$ cat src/hw/rtl/jaf_pkg.sv
`default_nettype none

package jaf_pkg;

	localparam int SAMPLES      = 4;
	localparam int CORDIC_STEPS = 16;

	localparam int SMP_W = 10;
	localparam int SUM_W = SMP_W + $clog2(SAMPLES);
	localparam int CNT_W = (SAMPLES > 1) ? $clog2(SAMPLES) : 1;
	localparam int LAST  = SAMPLES - 1;

	// centred difference, then CORDIC datapath: 16 fraction bits plus growth
	localparam int DW  = SMP_W + 1;
	localparam int FRC = 16;
	localparam int CW  = DW + FRC + 2;
	localparam int AW  = 32;

	localparam logic [SMP_W-1:0] X_CENTER_RESET  = 10'd488;
	localparam logic [SMP_W-1:0] Y_CENTER_RESET  = 10'd483;
	localparam logic [SMP_W-1:0] DEAD_ZONE_RESET = 10'd31;

	typedef enum logic [1:0] {
		REG_X_CENTER  = 2'd0,
		REG_Y_CENTER  = 2'd1,
		REG_DEAD_ZONE = 2'd2
	} jaf_reg_t;

	typedef struct packed {
		logic signed [DW-1:0] dx;
		logic signed [DW-1:0] dy;
		logic                 centered;
		logic                 zero;
	} jaf_vec_t;

	typedef struct packed {
		logic [AW-1:0] acc;
		logic          centered;
		logic          zero;
	} jaf_ang_t;

	// arctangent of 2^-i as a fraction of a turn, 2^32 = full turn
	function automatic logic [AW-1:0] atan_turns(input int i);
		logic [AW-1:0] r;
		case (i)
			0:       r = 32'd536870912;
			1:       r = 32'd316933406;
			2:       r = 32'd167458907;
			3:       r = 32'd85004756;
			4:       r = 32'd42667331;
			5:       r = 32'd21354465;
			6:       r = 32'd10679838;
			7:       r = 32'd5340245;
			8:       r = 32'd2670163;
			9:       r = 32'd1335087;
			10:      r = 32'd667544;
			11:      r = 32'd333772;
			12:      r = 32'd166886;
			13:      r = 32'd83443;
			14:      r = 32'd41722;
			15:      r = 32'd20861;
			16:      r = 32'd10430;
			17:      r = 32'd5215;
			18:      r = 32'd2608;
			19:      r = 32'd1304;
			20:      r = 32'd652;
			21:      r = 32'd326;
			22:      r = 32'd163;
			23:      r = 32'd81;
			default: r = '0;
		endcase
		return r;
	endfunction

endpackage

`default_nettype wire

$ cat src/hw/rtl/jaf_accum.sv
`default_nettype none

module jaf_accum import jaf_pkg::*; (
	input  wire logic             clk,
	input  wire logic             arst_n,
	input  wire logic             cfg_we,
	input  wire logic [1:0]       cfg_addr,
	input  wire logic [SMP_W-1:0] cfg_wdata,
	input  wire logic             in_valid,
	output logic                  in_ready,
	input  wire logic [SMP_W-1:0] x_sample,
	input  wire logic [SMP_W-1:0] y_sample,
	output logic                  vec_valid,
	input  wire logic             vec_ready,
	output jaf_vec_t              vec_s1
);

	logic [SMP_W-1:0] x_ctr_q, y_ctr_q, dz_q;
	logic [SUM_W-1:0] x_sum_q, y_sum_q;
	logic [CNT_W-1:0] cnt_q;
	logic             v_s1;

	logic [SUM_W-1:0] x_sum_nxt, y_sum_nxt, x_quo, y_quo;
	logic [SMP_W-1:0] x_avg, y_avg, ax, ay;
	logic signed [DW-1:0] dx, dy, ax_w, ay_w;
	logic             last, take;

	assign last      = (cnt_q == CNT_W'(LAST));
	assign in_ready  = !last || !v_s1 || vec_ready;
	assign take      = in_valid && in_ready;
	assign vec_valid = v_s1;

	always_comb begin
		x_sum_nxt = x_sum_q + SUM_W'(x_sample);
		y_sum_nxt = y_sum_q + SUM_W'(y_sample);
		x_quo     = x_sum_nxt / SUM_W'(SAMPLES);
		y_quo     = y_sum_nxt / SUM_W'(SAMPLES);
		x_avg     = x_quo[SMP_W-1:0];
		y_avg     = y_quo[SMP_W-1:0];
		dx        = $signed({1'b0, x_avg}) - $signed({1'b0, x_ctr_q});
		dy        = $signed({1'b0, y_avg}) - $signed({1'b0, y_ctr_q});
		ax_w      = dx[DW-1] ? -dx : dx;
		ay_w      = dy[DW-1] ? -dy : dy;
		ax        = ax_w[SMP_W-1:0];
		ay        = ay_w[SMP_W-1:0];
	end

	always_ff @(posedge clk or negedge arst_n) begin
		if (!arst_n) begin
			x_ctr_q <= X_CENTER_RESET;
			y_ctr_q <= Y_CENTER_RESET;
			dz_q    <= DEAD_ZONE_RESET;
		end else if (cfg_we) begin
			case (cfg_addr)
				REG_X_CENTER:  x_ctr_q <= cfg_wdata;
				REG_Y_CENTER:  y_ctr_q <= cfg_wdata;
				REG_DEAD_ZONE: dz_q    <= cfg_wdata;
				default: ;
			endcase
		end
	end

	always_ff @(posedge clk or negedge arst_n) begin
		if (!arst_n) begin
			x_sum_q <= '0;
			y_sum_q <= '0;
			cnt_q   <= '0;
			v_s1    <= 1'b0;
		end else begin
			if (take) begin
				if (last) begin
					x_sum_q <= '0;
					y_sum_q <= '0;
					cnt_q   <= '0;
				end else begin
					x_sum_q <= x_sum_nxt;
					y_sum_q <= y_sum_nxt;
					cnt_q   <= cnt_q + CNT_W'(1);
				end
			end
			if (!v_s1 || vec_ready) begin
				v_s1 <= take && last;
			end
		end
	end

	always_ff @(posedge clk) begin
		if (take && last) begin
			vec_s1.dx       <= dx;
			vec_s1.dy       <= dy;
			vec_s1.centered <= (ax < dz_q) && (ay < dz_q);
			vec_s1.zero     <= (dx == '0) && (dy == '0);
		end
	end

`ifndef SYNTH
	a_cnt_range: assert property (@(posedge clk) disable iff (!arst_n)
		cnt_q <= CNT_W'(LAST))
		else $error("sample count beyond run length");

	a_vec_src: assert property (@(posedge clk) disable iff (!arst_n)
		$rose(v_s1) |-> $past(take && last))
		else $error("averaged beat without a completed run");
`endif

endmodule

`default_nettype wire

$ cat src/hw/rtl/jaf_cordic.sv
`default_nettype none

module jaf_cordic import jaf_pkg::*; (
	input  wire logic clk,
	input  wire logic arst_n,
	input  wire logic in_valid,
	output logic      in_ready,
	input  jaf_vec_t  in_vec,
	output logic      out_valid,
	input  wire logic out_ready,
	output jaf_ang_t  out_ang
);

	localparam int N = CORDIC_STEPS;

	logic signed [CW-1:0] x_s   [0:N];
	logic signed [CW-1:0] y_s   [0:N];
	logic [AW-1:0]        acc_s [0:N];
	logic                 cen_s [0:N];
	logic                 zr_s  [0:N];
	logic                 v_s   [0:N];
	logic                 rdy   [0:N];

	logic signed [DW-1:0] dx_abs, dy_rot;

	// left half-plane: turn by half a turn first
	assign dx_abs = in_vec.dx[DW-1] ? -in_vec.dx : in_vec.dx;
	assign dy_rot = in_vec.dx[DW-1] ? -in_vec.dy : in_vec.dy;

	assign in_ready = rdy[0];

	always_ff @(posedge clk or negedge arst_n) begin
		if (!arst_n) begin
			v_s[0] <= 1'b0;
		end else if (rdy[0]) begin
			v_s[0] <= in_valid;
		end
	end

	always_ff @(posedge clk) begin
		if (rdy[0] && in_valid) begin
			x_s[0]   <= {{(CW-DW-FRC){dx_abs[DW-1]}}, dx_abs, {FRC{1'b0}}};
			y_s[0]   <= {{(CW-DW-FRC){dy_rot[DW-1]}}, dy_rot, {FRC{1'b0}}};
			acc_s[0] <= in_vec.dx[DW-1] ? {1'b1, {(AW-1){1'b0}}} : '0;
			cen_s[0] <= in_vec.centered;
			zr_s[0]  <= in_vec.zero;
		end
	end

	for (genvar k = 0; k < N; k++) begin : g_step
		logic signed [CW-1:0] xs, ys;

		assign xs     = x_s[k] >>> k;
		assign ys     = y_s[k] >>> k;
		assign rdy[k] = !v_s[k] || rdy[k+1];

		always_ff @(posedge clk or negedge arst_n) begin
			if (!arst_n) begin
				v_s[k+1] <= 1'b0;
			end else if (rdy[k+1]) begin
				v_s[k+1] <= v_s[k];
			end
		end

		always_ff @(posedge clk) begin
			if (rdy[k+1] && v_s[k]) begin
				if (y_s[k] > 0) begin
					x_s[k+1]   <= x_s[k] + ys;
					y_s[k+1]   <= y_s[k] - xs;
					acc_s[k+1] <= acc_s[k] + atan_turns(k);
				end else begin
					x_s[k+1]   <= x_s[k] - ys;
					y_s[k+1]   <= y_s[k] + xs;
					acc_s[k+1] <= acc_s[k] - atan_turns(k);
				end
				cen_s[k+1] <= cen_s[k];
				zr_s[k+1]  <= zr_s[k];
			end
		end
	end

	assign rdy[N]           = !v_s[N] || out_ready;
	assign out_valid        = v_s[N];
	assign out_ang.acc      = acc_s[N];
	assign out_ang.centered = cen_s[N];
	assign out_ang.zero     = zr_s[N];

endmodule

`default_nettype wire

$ cat src/hw/rtl/joystick_angle_from_adc.sv
// A completed run of SAMPLES pairs passes the averaged-vector register, the CORDIC
// register, one register per CORDIC iteration and the output register. Throughput:
// one input beat per cycle unless stalled; one result beat per SAMPLES input beats.
// Reset (arst_n low) clears sums, sample count and all valid flags, and loads
// the centre and dead-zone registers with their defaults.
`default_nettype none

module joystick_angle_from_adc import jaf_pkg::*; (
	input  wire logic        clk,
	input  wire logic        arst_n,
	input  wire logic        cfg_we,
	input  wire logic [1:0]  cfg_addr,
	input  wire logic [9:0]  cfg_wdata,
	input  wire logic        s_axis_tvalid,
	output logic             s_axis_tready,
	input  wire logic [23:0] s_axis_tdata,   // x_sample[9:0], y_sample[19:10], zero pad
	output logic             m_axis_tvalid,
	input  wire logic        m_axis_tready,
	output logic [15:0]      m_axis_tdata,   // angle_turns[15:0]
	output logic [0:0]       m_axis_tuser    // centered[0]
);

	jaf_vec_t      vec;
	jaf_ang_t      ang;
	logic          vec_valid, vec_ready, ang_valid, ang_ready;
	logic          m_valid_q, cen_q;
	logic [15:0]   angle_q;
	logic [AW-1:0] acc_rnd;

	jaf_accum u_accum (
		.clk       (clk),
		.arst_n    (arst_n),
		.cfg_we    (cfg_we),
		.cfg_addr  (cfg_addr),
		.cfg_wdata (cfg_wdata),
		.in_valid  (s_axis_tvalid),
		.in_ready  (s_axis_tready),
		.x_sample  (s_axis_tdata[9:0]),
		.y_sample  (s_axis_tdata[19:10]),
		.vec_valid (vec_valid),
		.vec_ready (vec_ready),
		.vec_s1    (vec)
	);

	jaf_cordic u_cordic (
		.clk       (clk),
		.arst_n    (arst_n),
		.in_valid  (vec_valid),
		.in_ready  (vec_ready),
		.in_vec    (vec),
		.out_valid (ang_valid),
		.out_ready (ang_ready),
		.out_ang   (ang)
	);

	assign acc_rnd   = ang.acc + AW'(32'h8000);
	assign ang_ready = !m_valid_q || m_axis_tready;

	always_ff @(posedge clk or negedge arst_n) begin
		if (!arst_n) begin
			m_valid_q <= 1'b0;
		end else if (ang_ready) begin
			m_valid_q <= ang_valid;
		end
	end

	always_ff @(posedge clk) begin
		if (ang_ready && ang_valid) begin
			angle_q <= (ang.centered || ang.zero) ? 16'd0 : acc_rnd[AW-1:AW-16];
			cen_q   <= ang.centered;
		end
	end

	assign m_axis_tvalid   = m_valid_q;
	assign m_axis_tdata    = angle_q;
	assign m_axis_tuser[0] = cen_q;

`ifndef SYNTH
	a_centred_zero: assert property (@(posedge clk) disable iff (!arst_n)
		m_axis_tvalid && m_axis_tuser[0] |-> m_axis_tdata == 16'd0)
		else $error("centred beat with non-zero angle");
`endif

endmodule

`default_nettype wire
$ cat config.mk
export PLATFORM = sky130hd
export DESIGN_NAME = joystick_angle_from_adc
export DESIGN_NICKNAME = d
export VERILOG_FILES = /design/src/hw/rtl/jaf_pkg.sv /design/src/hw/rtl/jaf_accum.sv /design/src/hw/rtl/jaf_cordic.sv /design/src/hw/rtl/joystick_angle_from_adc.sv
export SDC_FILE = /design/constraint.sdc
export NUM_CORES = 2
export LEC_CHECK = 0
export ABC_AREA = 1
export BUFFER_PORTS_ARGS = -buffer_cell sky130_fd_sc_hd__buf_2
export CORE_MARGIN = 4
export CORE_UTILIZATION = 50
export CTS_BUF_LIST = sky130_fd_sc_hd__clkbuf_8
export DETAILED_ROUTE_END_ITERATION = 10
export PLACE_DENSITY = 0.65
export SETUP_SLACK_MARGIN = 0.02
export SYNTH_ARGS = -nofsm -noshare
export SYNTH_HDL_FRONTEND = slang
export SYNTH_HIERARCHICAL = 1
export SYNTH_SLANG_ARGS = --single-unit
$ cat constraint.sdc
create_clock -name clk -period 10.75 [get_ports clk]
set_input_delay 2.6875 -clock clk [delete_from_list [all_inputs] [get_ports clk]]
set_output_delay 2.6875 -clock clk [all_outputs]
set_load 0.05 [all_outputs]
# Word-level counts from Yosys, hierarchy flattened
# Memories as Yosys holds them, arrays and structs flattened.
# Cells that the tools add are included.
# totals
reg_bits,116
ram_bits,1564
input_bits,41
output_inout_bits,19
wordCells,466
n_memories,5
# memory_table
memory,depth,width,rd,rd_clocked_by_memory_dff,write_ports,line_no,source
u_cordic.acc_s,17,32,17,0,17,jaf_cordic.sv:18,logic [AW-1:0] acc_s [0:N];
u_cordic.x_s,17,29,16,0,17,jaf_cordic.sv:16,logic signed [CW-1:0] x_s [0:N];
u_cordic.y_s,17,29,16,0,17,jaf_cordic.sv:17,logic signed [CW-1:0] y_s [0:N];
u_cordic.cen_s,17,1,17,0,17,jaf_cordic.sv:19,logic cen_s [0:N];
u_cordic.zr_s,17,1,17,0,17,jaf_cordic.sv:20,logic zr_s [0:N];
# op_classes
addsub,105
n_lt_le_gt_ge,18
eq_ne,3
n_mux,186
bitwise_logic,48
n_reduce_logical,70
# op_table
op,count
29-bit 2-to-1 mux,32
32-bit 2-to-1 mux,17
29-bit by 1-bit greater-than comparator with 1-bit output (second input constant),16
1-bit 2-to-1 mux,130
32-bit by 16-bit adder with 32-bit output (second input constant),2
29-bit by 14-bit adder with 29-bit output,2
29-bit by 15-bit adder with 29-bit output,2
29-bit by 16-bit adder with 29-bit output,2
29-bit by 17-bit adder with 29-bit output,2
29-bit by 18-bit adder with 29-bit output,2
29-bit by 19-bit adder with 29-bit output,2
29-bit by 20-bit adder with 29-bit output,2
29-bit by 21-bit adder with 29-bit output,2
29-bit by 22-bit adder with 29-bit output,2
29-bit by 23-bit adder with 29-bit output,2
29-bit by 24-bit adder with 29-bit output,2
29-bit by 25-bit adder with 29-bit output,2
29-bit by 26-bit adder with 29-bit output,2
29-bit by 27-bit adder with 29-bit output,2
29-bit by 28-bit adder with 29-bit output,2
29-bit by 14-bit subtractor with 29-bit output,2
29-bit by 15-bit subtractor with 29-bit output,2
29-bit by 16-bit subtractor with 29-bit output,2
29-bit by 17-bit subtractor with 29-bit output,2
other kinds (63),195

# Logic depth before layout (Yosys ltp)
# logic_depth
word_depth,22
ltp_mapped,37
mapped_depth_nobuf,37

# Hierarchy
# Netlist, hierarchy kept.
# by_module_without_submodules
module,n_inst,cells_per_inst,area_per_inst_um2,seq_area_each_um2
jaf_cordic,1,12155,101755.1,36309.8
jaf_accum,1,770,5920.7,2167.1
joystick_angle_from_adc,1,133,1056.0,535.5

# Least setup slack after synthesis
# OpenSTA, ideal clock, no wires.
# synth_timing
kind,input to register
startpoint,in m_axis_tready
endpoint,"mem u_cordic/y_s[8][23] (netlist name), data pin"
setup_time_ns,0.259
arrival_ns,11.461
t_required_ns,10.491
path_slack_ns,-0.970
stages,24
n_path_buf,0
path_cell_list,inv_1 nand2_1 inv_2 nand4_2 nor2_4 nand4_2 nor2_4 a21oi_1 nand2_1 inv_2 or2_2 xor2_1 inv_1 ha_1 nand2_1 inv_1 a21oi_1 o21ai_0 a21oi_1 o21ai_0 a21oi_1 o21ai_0 a21oi_1 xnor2_1
# synth_lines
element,line_no,source
start: declaration,joystick_angle_from_adc.sv:18,"input wire logic m_axis_tready,"
end: declaration,jaf_cordic.sv:17,

# Worst setup path in the final report
# layout_timing
startpoint,in m_axis_tready
endpoint,out s_axis_tready
# layout_between
elab_chain_cells,19
# layout_rtl
element,line_no,source
1-bit logical OR,joystick_angle_from_adc.sv:57,assign ang_ready = !m_valid_q || m_axis_tready;
net ang_ready,joystick_angle_from_adc.sv:25,"logic vec_valid, vec_ready, ang_valid, ang_ready;"
1-bit logical OR,jaf_cordic.sv:82,assign rdy[N] = !v_s[N] || out_ready;
1-bit logical OR (16 in series),jaf_cordic.sv:55,assign rdy[k] = !v_s[k] || rdy[k+1];
net vec_ready,joystick_angle_from_adc.sv:25,
1-bit logical OR,jaf_accum.sv:29,assign in_ready = !last || !v_s1 || vec_ready;
end: declaration,joystick_angle_from_adc.sv:15,"output logic s_axis_tready,"
# The timed path passes the listed nets, and every way through them passes these cells.

==> results.py <==
metrics = {
    "setup_path": {
        "cp.required_ns": 8.06,
        "r2r_slack_ns": 3.99,
        "cp-start-kind": "input pin",
        "r2r_cells": 33,
        "rr_startpoint": "u_cordic/x_s[5][6]",
        "path_class": "input pin to output port",
        "crit_path_end_kind": "output port",
        "arrival_ns": 5.59,
        "path_max_fanout": 8,
        "worstSetupStartpoint": "m_axis_tready",
    },
    "die": {
        "die_width_um": 473,
        "die_h_um": 473,
        "core-area_um2": 215000,
        "start_util_pct": 50.4,
        "fp-row-count": 170,
        "ioPinCount": 60,
        "die-area_um2": 224000,
    },
    "global_route": {
        "grt_max_degree": 79,
        "gr-total-overflow": 0,
        "grt_antenna_before_repair": 5,
        "grt_pass1_vias": 86284,
        "gr-usage-all-layers_pct": 24.5,
        "grt_pass1_wl_um": 448000,
    },
    "placed_design": {
        "routabilityCongestion": 0.982,
        "port_buffers": 55,
        "dp_hpwl_um": 230000,
    },
    "clocking": {
        "clkTransAtPathRegs_ns": 0.06,
        "cts.sinks": 1297,
        "clock_latency_ns": 0.97,
        "cts_tree": "yes",
        "hold_buffers": 0,
        "post_cts_buffers": 0,
        "cts_resized": 0,
        "ctsLongestPathBuffers": 3,
        "cts_max_level": 4,
        "cts_buffers": 225,
        "clock_tree.root_cell": "clkbuf_8",
    },
    "timing": {
        "max_slew_margin_pct": 21.4,
        "worst_hold_slack_ns": 0.372,
        "rsz0062_at_grt": "no",
        "final_hold_viol_count": 0,
        "finalCritPeriodShare_pct": 77.0,
        "tightest_slew_ns": 1.18,
        "tns_ns": 0,
        "clock_skew_ns": 0.0633,
        "max_freq_ghz": 0.121,
        "setup_viol": 0,
        "drv_slew": 0,
        "layout_min_cycle_time_ns": 8.28,
    },
    "power_and_ir_drop": {
        "ir_drop_v": 0.000169,
        "p_seq_share_pct": 30.0,
        "clkPwrFrac_pct": 17.0,
        "combPwrFrac_pct": 52.9,
        "swShare_pct": 44.6,
        "p_per_area_nw_per_um2": 236,
        "p_leak_nw": 54.1,
        "p_int_mw": 15.3,
        "power.switching_mw": 12.3,
    },
    "routing": {
        "drt-total-wl_um": 282000,
        "antenna_left": 0,
        "initialDrtViolationCount": 6907,
        "num_vias": 89890,
        "viasPerCell": 5.51,
        "drcViolationCount": 0,
        "wl_per_cell_um": 17.3,
        "drtPass1Iterations": 6,
    },
    "yosys": {
        "synth.avg_cell_area_um2": 8.30,
        "synthCells": 13028,
        "syn_nets": 14265,
        "synth_area_um2": 108000,
        "ys_warn_count": 6,
    },
    "status": {
        "outcome": "finished, final reports clean",
    },
    "final_layout": {
        "regArea_um2": 38600,
        "drive_above_1_share_pct": 4.75,
        "layout_common_cells": "2,358 x nand2_1, 1,849 x inv_1, 1,261 x a21oi_1",
        "fin_nets": 14509,
        "fill_cells": 19855,
        "area_growth_pct": 7.87,
        "multiInputGateArea_um2": 62400,
        "final_util_pct": 54.3,
        "final_common_cell": "nand2_1",
    },
    "hold_path": {
        "hold_path.class": "flop to flop",
        "whs_path_depth": 0,
        "min_from": "u_cordic/acc_s[10][2]",
    },
    "flow_run": {
        "cap_violations": 0,
    },
}
-- metrics by stage --
step | instances | area, µm² | worst slack, ns | power, mW
CTS | 16299 | 117000 | 2.45 | 27.7
detailed placement | 15883 | 112000 | 1.81 | 22.8
global placement | 15883 | 112000 | 1.81 | 22.6
global route | 16301 | 117000 | 2.23 | 29.9
floorplan | 13028 | 108000 | 0.334 | 18.9
finish | 16301 | 117000 | 2.47 | 27.6
-- sequential cells by signal (all words and copies together), names as in the netlist, 2 cells and up --
| signal | cells |
|---|---|
| m_axis_tdata | 16 |
| u_accum/cnt_q | 2 |
| u_cordic/acc_s | 426 |
| u_accum/vec_s1 | 24 |
| u_accum/x_sum_q | 12 |
| u_cordic/y_s | 381 |
| u_cordic/cen_s | 17 |
| u_accum/y_sum_q | 12 |
| u_accum/y_ctr_q | 10 |
| u_accum/dz_q | 10 |
| u_cordic/zr_s | 17 |
| u_cordic/x_s | 340 |
| u_cordic/v_s | 16 |
| u_accum/x_ctr_q | 10 |
-- worst max-delay path, cell delays in order --
cell and delay, ns:
buf_2 0.10, inv_1 0.08, nand2_1 0.20, inv_2 0.16, nand3_2 0.10, nor2_2 0.11, nand4_2 0.12, nor2_2 0.12
nand4_2 0.13, nor2_4 0.33, nand3_4 0.18, inv_2 0.10, nand4_1 0.35, nor2_1 0.31, inv_1 0.10, nor2_1 0.10
nand2_1 0.07, buf_2 0.21
-- final timing paths --
check | endpoint
setup reg to reg | u_cordic/y_s[6][27]
setup / recovery | s_axis_tready
hold / removal | u_cordic/acc_s[11][2]
hold reg to reg | u_cordic/acc_s[11][2]
min in group asynchronous | u_accum/x_sum_q[0]
max in group asynchronous | u_cordic/v_s[1]
-- per-layer routing --
layer  up-vias  wire length, µm  global-route usage (%)  share of wire [%]
met2      2494           132000                    41.3                 47
met1     41940           128000                    33.1                 45
met5         -                0                       0                  0
li1      44991                -                       -                  -
met3       465            16000                    3.24                5.7
met4         0             7170                    6.62                2.5
-- final cells by class --
class / instances / share of cell area [%]
multi-input cells: 9818 / 53.5
flip-flops and latches: 1297 / 33.1
inverters: 1833 / 5.90
well taps: 2838 / 3.04
clock buffers: 233 / 2.75
clock inverters: 183 / 1.27
repair buffers: 97 / 0.508
diodes: 2 / 0.00429
-- power groups by stage --
stage / clock network (mW) / logic, mW / registers (mW)
final: 4.71 / 14.6 / 8.28
after global routing: 5.12 / 16.4 / 8.35
after CTS: 4.88 / 14.6 / 8.27
after detailed placement: 0 / 14.5 / 8.36
after global placement: 0 / 14.2 / 8.35
after floorplan: 0 / 10.9 / 8.05
Note: power is estimated with default switching activity, not from simulation.
